File: src/rtl/core/slh_pkg.sv
package slh_pkg;

    // Default depth of the event history.
    localparam int DEF_HISTORY_DEPTH = 5;

    // Field widths.
    localparam int OP_W    = 2;
    localparam int RAW_W   = 13;
    localparam int LEVEL_W = 8;
    localparam int EVENT_W = 2;
    localparam int PROD_W  = RAW_W + LEVEL_W;

    // The level is raw * 255 / 8191, where 8191 is the ADC full scale.
    localparam int ADC_FULL_SCALE = (2 ** RAW_W) - 1;

    // Operation codes.
    localparam logic [OP_W-1:0] OP_SAMPLE = 2'd0;
    localparam logic [OP_W-1:0] OP_CHECK  = 2'd1;
    localparam logic [OP_W-1:0] OP_DRAIN  = 2'd2;

    // Event codes.
    localparam logic [EVENT_W-1:0] EV_NONE  = 2'd0;
    localparam logic [EVENT_W-1:0] EV_QUIET = 2'd1;
    localparam logic [EVENT_W-1:0] EV_LOUD  = 2'd2;

    // Configuration registers.
    localparam int CFG_DATA_W = 32;
    localparam int CFG_ADDR_W = 3;
    localparam logic REG_QUIET_THR = 1'b0;
    localparam logic REG_LOUD_THR  = 1'b1;
    localparam logic [LEVEL_W-1:0] QUIET_THR_RST = 8'd127;
    localparam logic [LEVEL_W-1:0] LOUD_THR_RST  = 8'd126;

    typedef enum logic [3:0] {
        ST_IDLE,
        ST_DECODE,
        ST_SCALE,
        ST_PUSH_QUIET,
        ST_PUSH_LOUD,
        ST_SAMPLE_OUT,
        ST_CHECK_SCAN,
        ST_CHECK_OUT,
        ST_DRAIN
    } slh_state_t;

    typedef enum logic [1:0] {
        EMIT_SAMPLE,
        EMIT_CHECK,
        EMIT_DRAIN,
        EMIT_DRAIN_EMPTY
    } slh_emit_t;

    typedef struct packed {
        logic      latch_in;
        logic      calc_prod;
        logic      calc_level;
        logic      push_quiet;
        logic      push_loud;
        logic      idx_clear;
        logic      idx_inc;
        logic      found_acc;
        logic      emit;
        slh_emit_t emit_kind;
        logic      clear_hist;
    } slh_cmd_t;

    typedef struct packed {
        logic [OP_W-1:0] op;
        logic            out_free;
        logic            count_zero;
        logic            idx_at_count;
        logic            idx_last;
        logic            below_quiet;
        logic            above_loud;
    } slh_status_t;

endpackage

File: src/rtl/core/sound_level_event_history.sv
// Sound level event history. Each input transaction carries one operation.
// A sample scales a 13-bit ADC reading to an 8-bit level (raw * 255 / 8191,
// truncated), pushes QUIET when the level is below quiet_threshold and then
// LOUD when it is above loud_threshold, and returns the level with the newest
// stored event. A push equal to the newest entry is dropped, and a full
// history shifts out its oldest entry. A check reports whether target_event
// is stored (for target none: whether the history is not yet full) and then
// clears the history. A drain returns every stored entry oldest first, one
// output transaction each with last_item on the newest, or a single empty
// result when nothing is stored, and then clears. Operation code 3 is taken
// and ignored. Items are processed one at a time by a controller stepping a
// datapath: a sample passes through decode, scale, the quiet push, the loud
// push and the output state; a check decodes, scans the stored entries and
// then emits; a drain decodes and then returns its results (an empty history
// still returns one). The history is read one entry per cycle, though a drain
// pauses while its previous result still waits on out_stall. Finished results
// sit in an output register, so the next input transaction is taken while a
// result still waits on out_stall. The two thresholds sit at byte addresses 0
// and 4 of the APB port and should be written only while the block is idle.
module sound_level_event_history
    import slh_pkg::*;
#(
    parameter int HISTORY_DEPTH = DEF_HISTORY_DEPTH
)
(
    input  logic                  clk,
    input  logic                  rst_n,
    input  logic                  psel,
    input  logic                  penable,
    input  logic                  pwrite,
    input  logic [CFG_ADDR_W-1:0] paddr,
    input  logic [CFG_DATA_W-1:0] pwdata,
    output logic [CFG_DATA_W-1:0] prdata,
    output logic                  pready,
    input  logic                  in_valid,
    output logic                  in_stall,
    input  logic [OP_W-1:0]       operation,
    input  logic [RAW_W-1:0]      raw_sample,
    input  logic [EVENT_W-1:0]    target_event,
    output logic                  out_valid,
    input  logic                  out_stall,
    output logic [LEVEL_W-1:0]    sound_level,
    output logic [EVENT_W-1:0]    current_event,
    output logic                  event_found,
    output logic [EVENT_W-1:0]    drained_event,
    output logic                  last_item
);

    logic [LEVEL_W-1:0] quiet_thr_reg, quiet_thr_next;
    logic [LEVEL_W-1:0] loud_thr_reg,  loud_thr_next;
    logic               cfg_write;
    logic               reg_sel;
    slh_cmd_t           cmd;
    slh_status_t        stat;

    // The register index is the word address; pready is always high, so
    // a write completes in its access cycle.
    assign pready    = 1'b1;
    assign reg_sel   = paddr[2];
    assign cfg_write = psel && penable && pwrite && pready;

    always_comb
    begin
        quiet_thr_next = quiet_thr_reg;
        loud_thr_next  = loud_thr_reg;
        if (cfg_write)
        begin
            case (reg_sel)
                REG_QUIET_THR: quiet_thr_next = pwdata[LEVEL_W-1:0];
                REG_LOUD_THR:  loud_thr_next  = pwdata[LEVEL_W-1:0];
                default:       quiet_thr_next = quiet_thr_reg;
            endcase
        end
    end

    always_comb
    begin
        case (reg_sel)
            REG_QUIET_THR: prdata = CFG_DATA_W'(quiet_thr_reg);
            REG_LOUD_THR:  prdata = CFG_DATA_W'(loud_thr_reg);
            default:       prdata = '0;
        endcase
    end

    always_ff @(posedge clk or negedge rst_n)
    begin
        if (!rst_n)
        begin
            quiet_thr_reg <= QUIET_THR_RST;
            loud_thr_reg  <= LOUD_THR_RST;
        end
        else
        begin
            quiet_thr_reg <= quiet_thr_next;
            loud_thr_reg  <= loud_thr_next;
        end
    end

    // The controller sequences each operation; the datapath holds the
    // history, the level arithmetic and the output register.
    slh_ctrl u_ctrl (
        .clk      (clk),
        .rst_n    (rst_n),
        .in_valid (in_valid),
        .in_stall (in_stall),
        .stat     (stat),
        .cmd      (cmd)
    );

    slh_dp #(
        .HISTORY_DEPTH (HISTORY_DEPTH)
    ) u_dp (
        .clk           (clk),
        .rst_n         (rst_n),
        .cmd           (cmd),
        .stat          (stat),
        .operation     (operation),
        .raw_sample    (raw_sample),
        .target_event  (target_event),
        .quiet_thr     (quiet_thr_reg),
        .loud_thr      (loud_thr_reg),
        .out_valid     (out_valid),
        .out_stall     (out_stall),
        .sound_level   (sound_level),
        .current_event (current_event),
        .event_found   (event_found),
        .drained_event (drained_event),
        .last_item     (last_item)
    );

`ifndef SYNTHESIS
    // Once a transaction is taken, the block is busy in the following cycle.
    assert property (@(posedge clk) disable iff (!rst_n)
        (in_valid && !in_stall) |=> in_stall)
        else $error("input taken while the previous item was still decoding");

    // Only one kind of field is live in any result.
    assert property (@(posedge clk) disable iff (!rst_n)
        out_valid |-> ((sound_level == '0 && current_event == EV_NONE)
                       || (!event_found && drained_event == EV_NONE)))
        else $error("result mixes sample fields with check or drain fields");

    // A result is only loaded into a free output register.
    assert property (@(posedge clk) disable iff (!rst_n)
        cmd.emit |-> stat.out_free)
        else $error("result emitted over one still waiting");
`endif

endmodule

File: src/rtl/core/slh_ctrl.sv
module slh_ctrl
    import slh_pkg::*;
(
    input  logic        clk,
    input  logic        rst_n,
    input  logic        in_valid,
    output logic        in_stall,
    input  slh_status_t stat,
    output slh_cmd_t    cmd
);

    slh_state_t state_reg;
    slh_state_t state_next;

    always_ff @(posedge clk or negedge rst_n)
    begin
        if (!rst_n)
        begin
            state_reg <= ST_IDLE;
        end
        else
        begin
            state_reg <= state_next;
        end
    end

    always_comb
    begin
        state_next = state_reg;
        cmd        = '0;
        cmd.emit_kind = EMIT_SAMPLE;
        in_stall   = 1'b1;
        case (state_reg)
            ST_IDLE:
            begin
                in_stall     = 1'b0;
                cmd.latch_in = in_valid;
                if (in_valid)
                begin
                    state_next = ST_DECODE;
                end
            end
            ST_DECODE:
            begin
                case (stat.op)
                    OP_SAMPLE:
                    begin
                        cmd.calc_prod = 1'b1;
                        state_next    = ST_SCALE;
                    end
                    OP_CHECK:
                    begin
                        cmd.idx_clear = 1'b1;
                        state_next    = ST_CHECK_SCAN;
                    end
                    OP_DRAIN:
                    begin
                        cmd.idx_clear = 1'b1;
                        state_next    = ST_DRAIN;
                    end
                    default:
                    begin
                        state_next = ST_IDLE;
                    end
                endcase
            end
            ST_SCALE:
            begin
                cmd.calc_level = 1'b1;
                state_next     = ST_PUSH_QUIET;
            end
            ST_PUSH_QUIET:
            begin
                cmd.push_quiet = stat.below_quiet;
                state_next     = ST_PUSH_LOUD;
            end
            ST_PUSH_LOUD:
            begin
                cmd.push_loud = stat.above_loud;
                state_next    = ST_SAMPLE_OUT;
            end
            ST_SAMPLE_OUT:
            begin
                if (stat.out_free)
                begin
                    cmd.emit      = 1'b1;
                    cmd.emit_kind = EMIT_SAMPLE;
                    state_next    = ST_IDLE;
                end
            end
            ST_CHECK_SCAN:
            begin
                if (stat.idx_at_count)
                begin
                    state_next = ST_CHECK_OUT;
                end
                else
                begin
                    cmd.found_acc = 1'b1;
                    cmd.idx_inc   = 1'b1;
                end
            end
            ST_CHECK_OUT:
            begin
                if (stat.out_free)
                begin
                    cmd.emit       = 1'b1;
                    cmd.emit_kind  = EMIT_CHECK;
                    cmd.clear_hist = 1'b1;
                    state_next     = ST_IDLE;
                end
            end
            ST_DRAIN:
            begin
                if (stat.out_free)
                begin
                    cmd.emit = 1'b1;
                    if (stat.count_zero)
                    begin
                        cmd.emit_kind  = EMIT_DRAIN_EMPTY;
                        cmd.clear_hist = 1'b1;
                        state_next     = ST_IDLE;
                    end
                    else if (stat.idx_last)
                    begin
                        cmd.emit_kind  = EMIT_DRAIN;
                        cmd.clear_hist = 1'b1;
                        state_next     = ST_IDLE;
                    end
                    else
                    begin
                        cmd.emit_kind = EMIT_DRAIN;
                        cmd.idx_inc   = 1'b1;
                    end
                end
            end
            default:
            begin
                state_next = ST_IDLE;
            end
        endcase
    end

endmodule

File: src/rtl/core/slh_dp.sv
module slh_dp
    import slh_pkg::*;
#(
    parameter int HISTORY_DEPTH = DEF_HISTORY_DEPTH
)
(
    input  logic               clk,
    input  logic               rst_n,
    input  slh_cmd_t           cmd,
    output slh_status_t        stat,
    input  logic [OP_W-1:0]    operation,
    input  logic [RAW_W-1:0]   raw_sample,
    input  logic [EVENT_W-1:0] target_event,
    input  logic [LEVEL_W-1:0] quiet_thr,
    input  logic [LEVEL_W-1:0] loud_thr,
    output logic               out_valid,
    input  logic               out_stall,
    output logic [LEVEL_W-1:0] sound_level,
    output logic [EVENT_W-1:0] current_event,
    output logic               event_found,
    output logic [EVENT_W-1:0] drained_event,
    output logic               last_item
);

    localparam int CW = $clog2(HISTORY_DEPTH + 1);
    localparam int IW = (HISTORY_DEPTH > 1) ? $clog2(HISTORY_DEPTH) : 1;

    logic [OP_W-1:0]    op_reg,     op_next;
    logic [RAW_W-1:0]   raw_reg,    raw_next;
    logic [EVENT_W-1:0] target_reg, target_next;
    logic [PROD_W-1:0]  prod_reg,   prod_next;
    logic [LEVEL_W-1:0] level_reg,  level_next;
    logic               found_reg,  found_next;
    logic [CW-1:0]      idx_reg,    idx_next;
    logic [CW-1:0]      count_reg,  count_next;
    logic [EVENT_W-1:0] store_reg  [HISTORY_DEPTH];
    logic [EVENT_W-1:0] store_next [HISTORY_DEPTH];

    logic               out_valid_reg,   out_valid_next;
    logic [LEVEL_W-1:0] out_level_reg,   out_level_next;
    logic [EVENT_W-1:0] out_current_reg, out_current_next;
    logic               out_found_reg,   out_found_next;
    logic [EVENT_W-1:0] out_drained_reg, out_drained_next;
    logic               out_last_reg,    out_last_next;

    logic [CW-1:0]      count_m1;
    logic [CW-1:0]      idx_p1;
    logic [EVENT_W-1:0] latest;
    logic [EVENT_W-1:0] idx_entry;
    logic               count_zero;
    logic               full;
    logic               push;
    logic [EVENT_W-1:0] push_ev;
    logic [LEVEL_W-1:0] quot_lo;
    logic [RAW_W:0]     rem;
    logic               out_free;

    assign count_m1   = count_reg - 1'b1;
    assign idx_p1     = idx_reg + 1'b1;
    assign count_zero = (count_reg == '0);
    assign full       = (count_reg == CW'(HISTORY_DEPTH));
    assign latest     = store_reg[count_m1[IW-1:0]];
    assign idx_entry  = store_reg[idx_reg[IW-1:0]];
    assign push       = cmd.push_quiet | cmd.push_loud;
    assign push_ev    = cmd.push_quiet ? EV_QUIET : EV_LOUD;
    assign out_free   = !out_valid_reg || !out_stall;

    // Division by 2^13 - 1: the quotient of the top bits plus the low bits
    // leaves a remainder below twice the divisor, so one correction is enough.
    assign quot_lo = prod_reg[PROD_W-1:RAW_W];
    assign rem     = {1'b0, prod_reg[RAW_W-1:0]} + (RAW_W + 1)'(quot_lo);

    always_comb
    begin
        stat              = '0;
        stat.op           = op_reg;
        stat.out_free     = out_free;
        stat.count_zero   = count_zero;
        stat.idx_at_count = (idx_reg == count_reg);
        stat.idx_last     = (idx_p1 == count_reg);
        stat.below_quiet  = (level_reg < quiet_thr);
        stat.above_loud   = (level_reg > loud_thr);
    end

    always_comb
    begin
        op_next     = op_reg;
        raw_next    = raw_reg;
        target_next = target_reg;
        prod_next   = prod_reg;
        level_next  = level_reg;
        found_next  = found_reg;
        idx_next    = idx_reg;
        count_next  = count_reg;
        store_next  = store_reg;

        if (cmd.latch_in)
        begin
            op_next     = operation;
            raw_next    = raw_sample;
            target_next = target_event;
        end
        // raw * 255 taken as raw * 256 - raw.
        if (cmd.calc_prod)
        begin
            prod_next = {raw_reg, {LEVEL_W{1'b0}}} - PROD_W'(raw_reg);
        end
        if (cmd.calc_level)
        begin
            level_next = quot_lo
                + ((rem >= (RAW_W + 1)'(ADC_FULL_SCALE)) ? 8'd1 : 8'd0);
        end
        if (cmd.idx_clear)
        begin
            idx_next   = '0;
            found_next = 1'b0;
        end
        if (cmd.idx_inc)
        begin
            idx_next = idx_p1;
        end
        if (cmd.found_acc && (idx_entry == target_reg))
        begin
            found_next = 1'b1;
        end
        // A push equal to the newest entry is dropped; a full history
        // shifts out its oldest entry.
        if (push && !(!count_zero && (latest == push_ev)))
        begin
            if (full)
            begin
                for (int i = 1; i < HISTORY_DEPTH; i++)
                begin
                    store_next[i-1] = store_reg[i];
                end
                store_next[HISTORY_DEPTH-1] = push_ev;
            end
            else
            begin
                store_next[count_reg[IW-1:0]] = push_ev;
                count_next = count_reg + 1'b1;
            end
        end
        if (cmd.clear_hist)
        begin
            count_next = '0;
        end
    end

    always_comb
    begin
        out_valid_next   = out_valid_reg && out_stall;
        out_level_next   = out_level_reg;
        out_current_next = out_current_reg;
        out_found_next   = out_found_reg;
        out_drained_next = out_drained_reg;
        out_last_next    = out_last_reg;
        if (cmd.emit)
        begin
            out_valid_next   = 1'b1;
            out_level_next   = '0;
            out_current_next = EV_NONE;
            out_found_next   = 1'b0;
            out_drained_next = EV_NONE;
            out_last_next    = 1'b1;
            case (cmd.emit_kind)
                EMIT_SAMPLE:
                begin
                    out_level_next   = level_reg;
                    out_current_next = count_zero ? EV_NONE : latest;
                end
                EMIT_CHECK:
                begin
                    out_found_next = (target_reg == EV_NONE) ? !full : found_reg;
                end
                EMIT_DRAIN:
                begin
                    out_drained_next = idx_entry;
                    out_last_next    = stat.idx_last;
                end
                EMIT_DRAIN_EMPTY:
                begin
                    out_drained_next = EV_NONE;
                end
                default:
                begin
                    out_last_next = 1'b1;
                end
            endcase
        end
    end

    always_ff @(posedge clk or negedge rst_n)
    begin
        if (!rst_n)
        begin
            idx_reg       <= '0;
            count_reg     <= '0;
            out_valid_reg <= 1'b0;
        end
        else
        begin
            idx_reg       <= idx_next;
            count_reg     <= count_next;
            out_valid_reg <= out_valid_next;
        end
    end

    always_ff @(posedge clk)
    begin
        op_reg          <= op_next;
        raw_reg         <= raw_next;
        target_reg      <= target_next;
        prod_reg        <= prod_next;
        level_reg       <= level_next;
        found_reg       <= found_next;
        store_reg       <= store_next;
        out_level_reg   <= out_level_next;
        out_current_reg <= out_current_next;
        out_found_reg   <= out_found_next;
        out_drained_reg <= out_drained_next;
        out_last_reg    <= out_last_next;
    end

    assign out_valid     = out_valid_reg;
    assign sound_level   = out_level_reg;
    assign current_event = out_current_reg;
    assign event_found   = out_found_reg;
    assign drained_event = out_drained_reg;
    assign last_item     = out_last_reg;

endmodule

File: config.mk
export PLATFORM = sky130hd
export DESIGN_NAME = sound_level_event_history
export DESIGN_NICKNAME = d
export VERILOG_FILES = /design/src/rtl/core/slh_pkg.sv /design/src/rtl/core/sound_level_event_history.sv /design/src/rtl/core/slh_ctrl.sv /design/src/rtl/core/slh_dp.sv
export SDC_FILE = /design/constraint.sdc
export NUM_CORES = 1
export LEC_CHECK = 0
export ABC_AREA = 1
export BUFFER_PORTS_ARGS = -buffer_cell sky130_fd_sc_hd__buf_2
export CORE_MARGIN = 10
export CORE_UTILIZATION = 55
export DETAILED_ROUTE_END_ITERATION = 10
export PLACE_DENSITY_LB_ADDON = 0.3
export SETUP_SLACK_MARGIN = 0.5
export SYNTH_ARGS = -nofsm -noshare
export SYNTH_HDL_FRONTEND = slang
export SYNTH_HIERARCHICAL = 1
export SYNTH_SLANG_ARGS = --single-unit
export TNS_END_PERCENT = 1
File: constraint.sdc
create_clock -name clk -period 4.03 [get_ports clk]
set_input_delay 0.403 -clock clk [delete_from_list [all_inputs] [get_ports clk]]
set_output_delay 0.403 -clock clk [all_outputs]
set_load 0.005 [all_outputs]
After elaboration in Yosys (flattened, before gate mapping)
Index checks and enable logic that the tools add are counted.
- register bits: 98
- input port bits: 59
- output and inout port bits: 49
- $add $sub $neg: 6
- $lt $le $gt $ge: 7
- equality and inequality tests: 23
- mux-type cells: 50
- bitwise gates (word level): 6
- reduce and logical (&&, ||, !) cells: 27
- operators with widths (cell ; number):
    case mux 32 bit (2 select lines) ; 1
    2-to-1 mux 4 bit ; 8
    case mux 4 bit (8 select lines) ; 1
    subtractor 21 x 13 -> 21 bit ; 1
    2-to-1 mux 3 bit ; 6
    2-to-1 mux 1 bit ; 17
    == test 4 x 3 -> 1 bit, second input constant ; 4
    2-to-1 mux 2 bit ; 8
    adder 13 x 8 -> 14 bit ; 1
    greater-or-equal comparator 14 x 13 -> 1 bit, second input constant ; 1
    binary-select mux 2 bit (select 3 bit) ; 2
    greater-or-equal comparator 4 bit, second input constant ; 3
    NOT 3 -> 4 bit ; 3
    case mux 4 bit (3 select lines) ; 1
    bitwise mux 10 bit ; 1
    2-to-1 mux 10 bit ; 1
    case mux 3 bit (3 select lines) ; 1
    adder 8 bit ; 1
    == test 4 x 2 -> 1 bit, second input constant ; 2
    greater-than comparator 8 bit ; 1
    less-than comparator 8 bit ; 1
    logical AND 1 bit ; 7
    adder 3 x 1 -> 3 bit, second input constant ; 2
    demux 2 bit (select 3 bit) ; 1
    other kinds (24) ; 44

Logic depth before layout (Yosys ltp)
Gate-level depths: netlist of run 1.
- depth in word-level cells: 11
- gate-level depth with buffers: 19

Cells and area by module
Netlist of run 1, hierarchy kept.
- by module, submodules not included (module ; times used ; cells each ; area an instance (sq um) ; seq. area each (sq um)):
    slh_dp ; 1 ; 532 ; 4853.4 ; 2297.2
    sound_level_event_history ; 1 ; 125 ; 965.9 ; 416.6
    slh_ctrl ; 1 ; 91 ; 530.5 ; 100.1

Least setup slack after synthesis of run 1
No wires, ideal clock.
- path type: register -> register
- start point: register u_dp.prod_reg[13]
- end point: register u_dp.level_reg[7], data pin
- library setup time: 0.258 ns
- data arrival time: 2.405 ns
- required time: 3.772 ns
- setup slack: 1.368 ns
- cell stages (with the launch flop): 20
- path buffers: 0
- clock period less this slack: 2.662 ns
- path through: edfxtp_1 -> ha_1 -> inv_1 -> fa_1 -> inv_1 -> nand3_1 -> nand2_1 -> nand3_1 -> nand3_1 -> nand2_1 -> nand2_1 -> nand2_1 -> nor2_1 -> nand3_1 -> nand2_1 -> ha_1 -> nand3_1 -> nor3_1 -> nand3_1 -> xnor2_1
- cells in the longest elaborated chain, start to end: 4
- RTL lines (item ; RTL line ; text):
    start: declaration ; slh_dp.sv:31 ; logic [PROD_W-1:0] prod_reg, prod_next;
    start signal: assignment ; slh_dp.sv:214 ; prod_reg <= prod_next;
    adder 13 x 8 -> 14 bit ; slh_dp.sv:71 ; assign rem = {1'b0, prod_reg[RAW_W-1:0]} + (RAW_W + 1)'(quot_lo);
    greater-or-equal comparator 14 x 13 -> 1 bit ; slh_dp.sv:111 ; + ((rem >= (RAW_W + 1)'(ADC_FULL_SCALE)) ? 8'd1 : 8'd0);
    2-to-1 mux 1 bit ; slh_dp.sv:111 ;
    adder 8 bit * ; slh_dp.sv:111 ;
    end signal: assignment ; slh_dp.sv:215 ; level_reg <= level_next;
    end: declaration ; slh_dp.sv:32 ; logic [LEVEL_W-1:0] level_reg, level_next;
Every way passes the cells marked *; elsewhere a longest branch is shown, timed or not.
A chain may end at the register's enable or synchronous reset.

Worst setup path after layout of run 1
Ends and elaborated chain as after synthesis.

==> flow_metrics.env, run 1 <==
export IMPL_drv_cap=0
export IMPL_numCtsBuffers=9
export IMPL_clkPwrFrac_pct=21.2
export IMPL_synth_top_family_by_area="simple AND/OR/NAND/NOR gates"
export IMPL_clockBufferDepth=2
export IMPL_io_buffers=56
export IMPL_critPathLaunchType="flip-flop"
export IMPL_critPathMaxFanout=3
export IMPL_rows=39
export IMPL_route_detailed_drc=0
export IMPL_synth_compound_area_share_pct=5.793
export IMPL_grt_max_degree=28
export IMPL_swShare_pct=38.56
export IMPL_grt_pass1_vias=4941
export IMPL_htreeDepth=3
export IMPL_status="complete, no violations"
export IMPL_yosys_warnings=6
export IMPL_cpMostUsedCell="nand3_1"
export IMPL_area_growth_pct=8.847
export IMPL_grtUsageTotal_pct=16.90
export IMPL_leakage_nw=3.299
export IMPL_p_sw_mw=1.422
export IMPL_crit_chain="ha_1 > inv_1 > fa_1 > inv_1 > nand3_1 > nand2_1 > nand3_1 > nand3_1 > nand2_1 > nand2_1 > nand2_1 > nor2_1 > nand3_1 > nand2_1 > ha_1 > nand3_1 > nor3_1 > nand3_1 > xnor2_1"
export IMPL_seqPwrFrac_pct=41.8
export IMPL_max_slew_worst_pin_slew_ns=1.117
export IMPL_dr_max_layer_used="met4"
export IMPL_rsz0062_at_grt="no"
export IMPL_syn_area_um2=6350
export IMPL_finalCritPeriodShare_pct=75.40
export IMPL_timing_rr_start="u_dp/prod_reg[13]$_DFFE_PP_"
export IMPL_fmax_ghz=0.3291
export IMPL_finalNonFillerCells=953
export IMPL_vias_per_cell=5.161
export IMPL_cts_tree="yes"
export IMPL_ios=108
export IMPL_synthAdderAreaFrac_pct=8.394
export IMPL_regToRegEndpoint="u_dp/level_reg[7]$_DFFE_PP_"
export IMPL_final_hold_viol_count=0
export IMPL_cts_resized=0
export IMPL_drt_iter0_drc=314
export IMPL_wl_met1_um=5831
export IMPL_tns_ns=0
export IMPL_netlist_instances=748
export IMPL_diodes=0
export IMPL_cts_root_buf="clkbuf_16"
export IMPL_largest_reg_flops=21
export IMPL_die_y_um=127.5
export IMPL_power_density_nw_per_um2=533.5
export IMPL_whs_ns=0.07069
export IMPL_synthSimpleGateAreaFrac_pct=25.58
export IMPL_internal_power_mw=2.265
export IMPL_end_kind="flip-flop"
export IMPL_wirelength_um=13460
export IMPL_worst_setup_path_type="reg2reg"
export IMPL_syn_area_per_cell_um2=8.489
export IMPL_crit_buf_inv=2
export IMPL_reg2regPathDepth=19
export IMPL_gp_congestion=0.8906
export IMPL_muxShareOfSynthArea_pct=0
export IMPL_drive_gt1_share_pct=16.54
export IMPL_crit_family="simple AND/OR/NAND/NOR gates"
export IMPL_antenna_found_initial=0
export IMPL_die_w_um=127.5
export IMPL_coreArea_um2=11370
export IMPL_async_reset_ff_share_pct=27.55
export IMPL_hold_class="in2async"
export IMPL_synth_edff_count=70
export IMPL_reg2reg_setup_slack_ns=0.99
export IMPL_clkTransAtPathRegs_ns=0.06
export IMPL_die_area_um2=16240
export IMPL_final_antenna_net_count=0
export IMPL_dp_hpwl_um=10480
export IMPL_wl_met3_um=848
export IMPL_cp_slowest_cell="edfxtp_1"
export IMPL_start_util_pct=55.85
export IMPL_slew_headroom_pct=24.93
export IMPL_drv_slew=0
export IMPL_skew_ns=0.005406
export IMPL_wl_per_cell_um=14.12
export IMPL_drt_pass1_iterations=5
export IMPL_postCtsSetupRepairBufs=0
export IMPL_max_stage_delay_ns=0.36
export IMPL_cts_sinks=98
export IMPL_finalWorstSetupSlack_ns=0.9915
export IMPL_cp_required_ns=4.14
export IMPL_period_minus_slack_ns=3.038
export IMPL_grt_ovfl_total=0
export IMPL_finalPower_mw=3.687
export IMPL_setup_viol=0
export IMPL_dp_worst_setup_slack_ns=0.9874
export IMPL_placed_cells=937
export IMPL_arrival_ns=3.15
export IMPL_synth_cell_types=41
export IMPL_wl_met2_um=6479
export IMPL_ir_drop_uv=314.5
export IMPL_combinationalPowerShare_pct=37.1
export IMPL_synth_seq_cells=98
export IMPL_layout_nets=906
export IMPL_vias=4918
export IMPL_grt_pass1_wl_um=22720
export IMPL_ctsHoldBuffers=0
export IMPL_clk_latency_ns=0.36
export IMPL_synth_xor_area_share_pct=4.828
export IMPL_ys_seq_area_share_pct=44.32
export IMPL_synth_main_ff_cell="edfxtp_1"
[area by class of cell]
class                   instances  area [um^2]
repair buffers                 59        302.8
well taps                     143        178.9
inverters                     112        425.4
multi-input cells             525         2925
clock inverters                 5        32.53
flip-flops and latches         98         2814
fillers                       998         4458
clock buffers                  11        232.7
[power by group through the flow]
| stage | Combinational (mW) | Sequential, mW | Clock [mW] |
|---|---|---|---|
| detailed placement | 1.35 | 1.56 | 0 |
| global route | 1.57 | 1.57 | 0.842 |
| CTS | 1.37 | 1.54 | 0.799 |
| finish | 1.37 | 1.54 | 0.782 |
| floorplan | 1.10 | 1.49 | 0 |
| global placement | 1.31 | 1.55 | 0 |
[cell families (layout without fill, tap and decap cells)]
family                   count (synthesis)  in the layout
adder cells (fa/ha/maj)                 42             42
XOR/XNOR                                35             35
other                                    2             25
flip-flops                              98             98
AND/OR/NAND/NOR                        357            357
buffers and inverters                  148            187
AO/OA/AOI/OAI                           66             66
[cells in the final DEF, fill, tap and decap left out, types with 2 or more instances in the layout]
cell / Yosys / layout
nor2_2: 9 / 9
dfstp_2: 13 / 13
ha_1: 41 / 41
nor3_1: 8 / 8
edfxtp_1: 70 / 70
nand2_1: 175 / 175
nand2_2: 11 / 11
xor2_1: 29 / 29
clkinvlp_4: 0 / 2
inv_2: 12 / 12
nand3_2: 7 / 7
inv_1: 99 / 99
dfrtp_1: 14 / 14
nand4_1: 11 / 11
conb_1: 2 / 25
nor2_1: 61 / 61
o21ai_1: 2 / 2
nand3b_1: 3 / 3
o22ai_1: 2 / 2
clkbuf_1: 0 / 2
o21ai_0: 22 / 22
nand2_4: 2 / 2
buf_4: 29 / 3
nand3_1: 62 / 62
buf_2: 4 / 56
o21bai_1: 3 / 3
clkbuf_16: 0 / 9
a21oi_1: 30 / 30
a31oi_1: 2 / 2
xnor2_1: 6 / 6
nor2_4: 4 / 4
[cell usage after synthesis, drive strengths merged (3+ instances only)]
library cell | number | area share [%]
o21ai | 24 | 1.9
dfstp | 13 | 5.4
a21oi | 30 | 2.4
nor2 | 74 | 5.2
ha | 41 | 8.1
nand3 | 69 | 6.0
buf | 36 | 4.3
edfxtp | 70 | 33
nand4 | 12 | 1.3
dfrtp | 14 | 5.5
inv | 112 | 6.7
nand2 | 188 | 12
nor3 | 8 | 0.63
nand3b | 3 | 0.35
xnor2 | 6 | 0.83
o21bai | 4 | 0.65
xor2 | 29 | 4.0
[per-stage QoR]
step / instance area [um^2] / util (%)
after floorplan: 6436 / -
after global placement: 6646 / 58.46
after detailed placement: 6646 / 58.46
after CTS: 6912 / 60.79
after global routing: 6912 / 60.79
final: 6912 / 60.79
[worst max-delay path by stage]
stage,start,end,slack [ns],cells past startpoint
3_5_place_dp,u_dp/prod_reg[13]$_DFFE_PP_,u_dp/level_reg[7]$_DFFE_PP_,0.99,19
2_1_floorplan,u_dp/prod_reg[13]$_DFFE_PP_,u_dp/level_reg[7]$_DFFE_PP_,1.37,19
6_report,u_dp/prod_reg[13]$_DFFE_PP_,u_dp/level_reg[7]$_DFFE_PP_,0.99,19
5_1_grt,u_dp/prod_reg[13]$_DFFE_PP_,u_dp/level_reg[7]$_DFFE_PP_,0.65,19
3_3_place_gp,quiet_thr_reg[3]$_DFFE_PN1P_,u_dp/store_reg[4]$_DFFE_PP_,1.11,12
4_1_cts,u_dp/prod_reg[13]$_DFFE_PP_,u_dp/level_reg[7]$_DFFE_PP_,0.98,19
[routing by layer]
metal	track usage, %	up-vias
li1	-	2498
met4	7.904	0
met3	3.888	25
met2	28.56	137
met5	0	-
met1	19.91	2258
(Power assumes the default switching activity.)
==> run 2, diff against run 1 <==
- CORE_UTILIZATION: 55 -> 52
- clock period: 4.03 -> 2.7 ns (I/O delays scaled with it)
==> flow_metrics.env, run 2 (synthesis gave the netlist of run 1 again) <==
export IMPL_grt_pass1_vias=4881
export IMPL_ios=108
export IMPL_vias=5040
export IMPL_cts_tree="yes"
export IMPL_seqCellArea_um2=2814
export IMPL_max_slew_worst_pin_slew_ns=0.7725
export IMPL_layout_nets=925
export IMPL_final_antenna_net_count=0
export IMPL_critPathMaxFanout=3
export IMPL_coreArea_um2=11960
export IMPL_io_buffers=56
export IMPL_wirelength_um=14120
export IMPL_setup_viol=0
export IMPL_drt_iter0_drc=426
export IMPL_worst_setup_path_type="reg2reg"
export IMPL_fillers=1019
export IMPL_final_hold_viol_count=0
export IMPL_postCtsSetupRepairBufs=0
export IMPL_finalPower_mw=5.942
export IMPL_grtUsageTotal_pct=16.60
export IMPL_wl_per_cell_um=14.47
export IMPL_skew_ns=0.004861
export IMPL_hold_class="in2reg"
export IMPL_rows=40
export IMPL_clkTransAtPathRegs_ns=0.07
export IMPL_drv_cap=0
export IMPL_clockBufferDepth=2
export IMPL_numCtsBuffers=9
export IMPL_htreeDepth=3
export IMPL_fmax_ghz=0.3746
export IMPL_ir_drop_uv=502.0
export IMPL_slew_headroom_pct=48.50
export IMPL_critPathLaunchType="flip-flop"
export IMPL_dp_hpwl_um=10650
export IMPL_final_util_pct=61.40
export IMPL_gp_congestion=0.9095
export IMPL_die_w_um=130.5
export IMPL_drv_slew=0
export IMPL_arrival_ns=2.77
export IMPL_largest_reg_flops=21
export IMPL_final_cell_mix="nand2_1 (171), inv_1 (93), edfxtp_1 (70), nand3_1 (57), nor2_1 (57)"
export IMPL_antenna_found_initial=0
export IMPL_grt_ovfl_total=0
export IMPL_clk_latency_ns=0.35
export IMPL_rsz0062_at_grt="yes"
export IMPL_drt_pass1_iterations=5
export IMPL_grt_max_degree=28
export IMPL_drive_gt1_share_pct=23.40
export IMPL_cp_required_ns=2.80
export IMPL_power_density_nw_per_um2=809.0
export IMPL_diodes=0
export IMPL_die_area_um2=17030
export IMPL_cts_root_buf="clkbuf_16"
export IMPL_area_growth_pct=15.66
export IMPL_status="complete, no violations"
export IMPL_final_common_cell="nand2_1"
export IMPL_route_detailed_drc=0
export IMPL_finalCritPeriodShare_pct=98.88
export IMPL_end_kind="flip-flop"
export IMPL_start_util_pct=53.09
export IMPL_period_minus_slack_ns=2.670
export IMPL_grt_pass1_wl_um=22790
export IMPL_multi_input_area_um2=3152
export IMPL_die_y_um=130.5
export IMPL_vias_per_cell=5.164
export IMPL_cts_sinks=98
export IMPL_whs_ns=0.09412
export IMPL_leakage_nw=3.433
-- run 2: changes by cell type in the layout (fill, tap and decap cells not counted), moves of 6 or more --
cell,previous run,this run
buf_4,3,21
a21oi_1,30,23
a21oi_2,0,6
o21ai_0,22,16
inv_1,99,93
inv_2,12,18
ha_1,41,35
-- run 2: worst paths after layout --
| kind | from | endpoint | slack (ns) | cells past startpoint |
|---|---|---|---|---|
| max | u_dp/prod_reg[13]$_DFFE_PP_ | u_dp/level_reg[7]$_DFFE_PP_ | 0.03 | 19 |
| min | raw_sample[12] | u_dp/raw_reg[12]$_DFFE_PP_ | 0.09 | 1 |
| max reg2reg | u_dp/prod_reg[13]$_DFFE_PP_ | u_dp/level_reg[7]$_DFFE_PP_ | 0.03 | 19 |
| min reg2reg | quiet_thr_reg[6]$_DFFE_PN1P_ | quiet_thr_reg[6]$_DFFE_PN1P_ | 0.48 | 2 |
| max in group asynchronous | rst_n | u_dp/idx_reg[1]$_DFFE_PN0P_ | 1.75 | 2 |
| min in group asynchronous | rst_n | loud_thr_reg[0]$_DFFE_PN0P_ | 0.51 | 2 |
-- run 2: metal layers --
metal	up-vias	part of all wire, %	global-route usage, %
met5	-	0	0
met3	19	7.8	3.948
met2	210	47	26.76
li1	2532	-	-
met1	2279	43	20.94
met4	0	2.0	6.998
-- run 2: what timing repair did --
item                                    in CTS  in global routing
pin swaps                                   11                 13
resized for setup                            6                 39
hold buffers                                 1                  0
endpoints found under the setup margin      30                 37
endpoints found under the hold margin       14                  0
-- run 2: per-stage QoR --
step	instance area (um^2)	TNS [ns]	cells	setup WS, ns
2_1_floorplan	6484	0	771	0.1232
5_1_grt	7345	-0.5825	976	-0.1846
4_1_cts	7199	0	976	0.007867
3_3_place_gp	6834	-0.007133	959	-0.007133
3_5_place_dp	6834	-0.1745	959	-0.07390
6_report	7345	0	976	0.03035
-- run 2: power breakdown --
part           internal (mW)  switching [mW]  total (mW)
logic                  0.839            1.46        2.30
clock network          0.834           0.554        1.39
registers               2.03           0.225        2.26
total                   3.71            2.24        5.94
-- run 2: final cells by class --
type	count	area share [%]
clock inverter	5	1.073
clock buffer	11	3.305
sequential	98	38.31
multi-input combinational	525	42.91
timing repair buffer	78	6.099
tap	147	2.504
inverter	112	5.792
-- run 2: worst max-delay path: stages (launching register included) --
cell      delay, ns
edfxtp_1       0.35
ha_2           0.20
inv_2          0.04
fa_2           0.33
inv_2          0.08
nand3_2        0.07
nand2_2        0.08
nand3_1        0.08
nand3_2        0.10
nand2_2        0.07
nand2_1        0.05
nand2_1        0.05
nor2_1         0.10
nand3_1        0.10
nand2_2        0.10
ha_4           0.17
nand3_4        0.09
nor3_4         0.15
nand3_2        0.08
xnor2_1        0.13
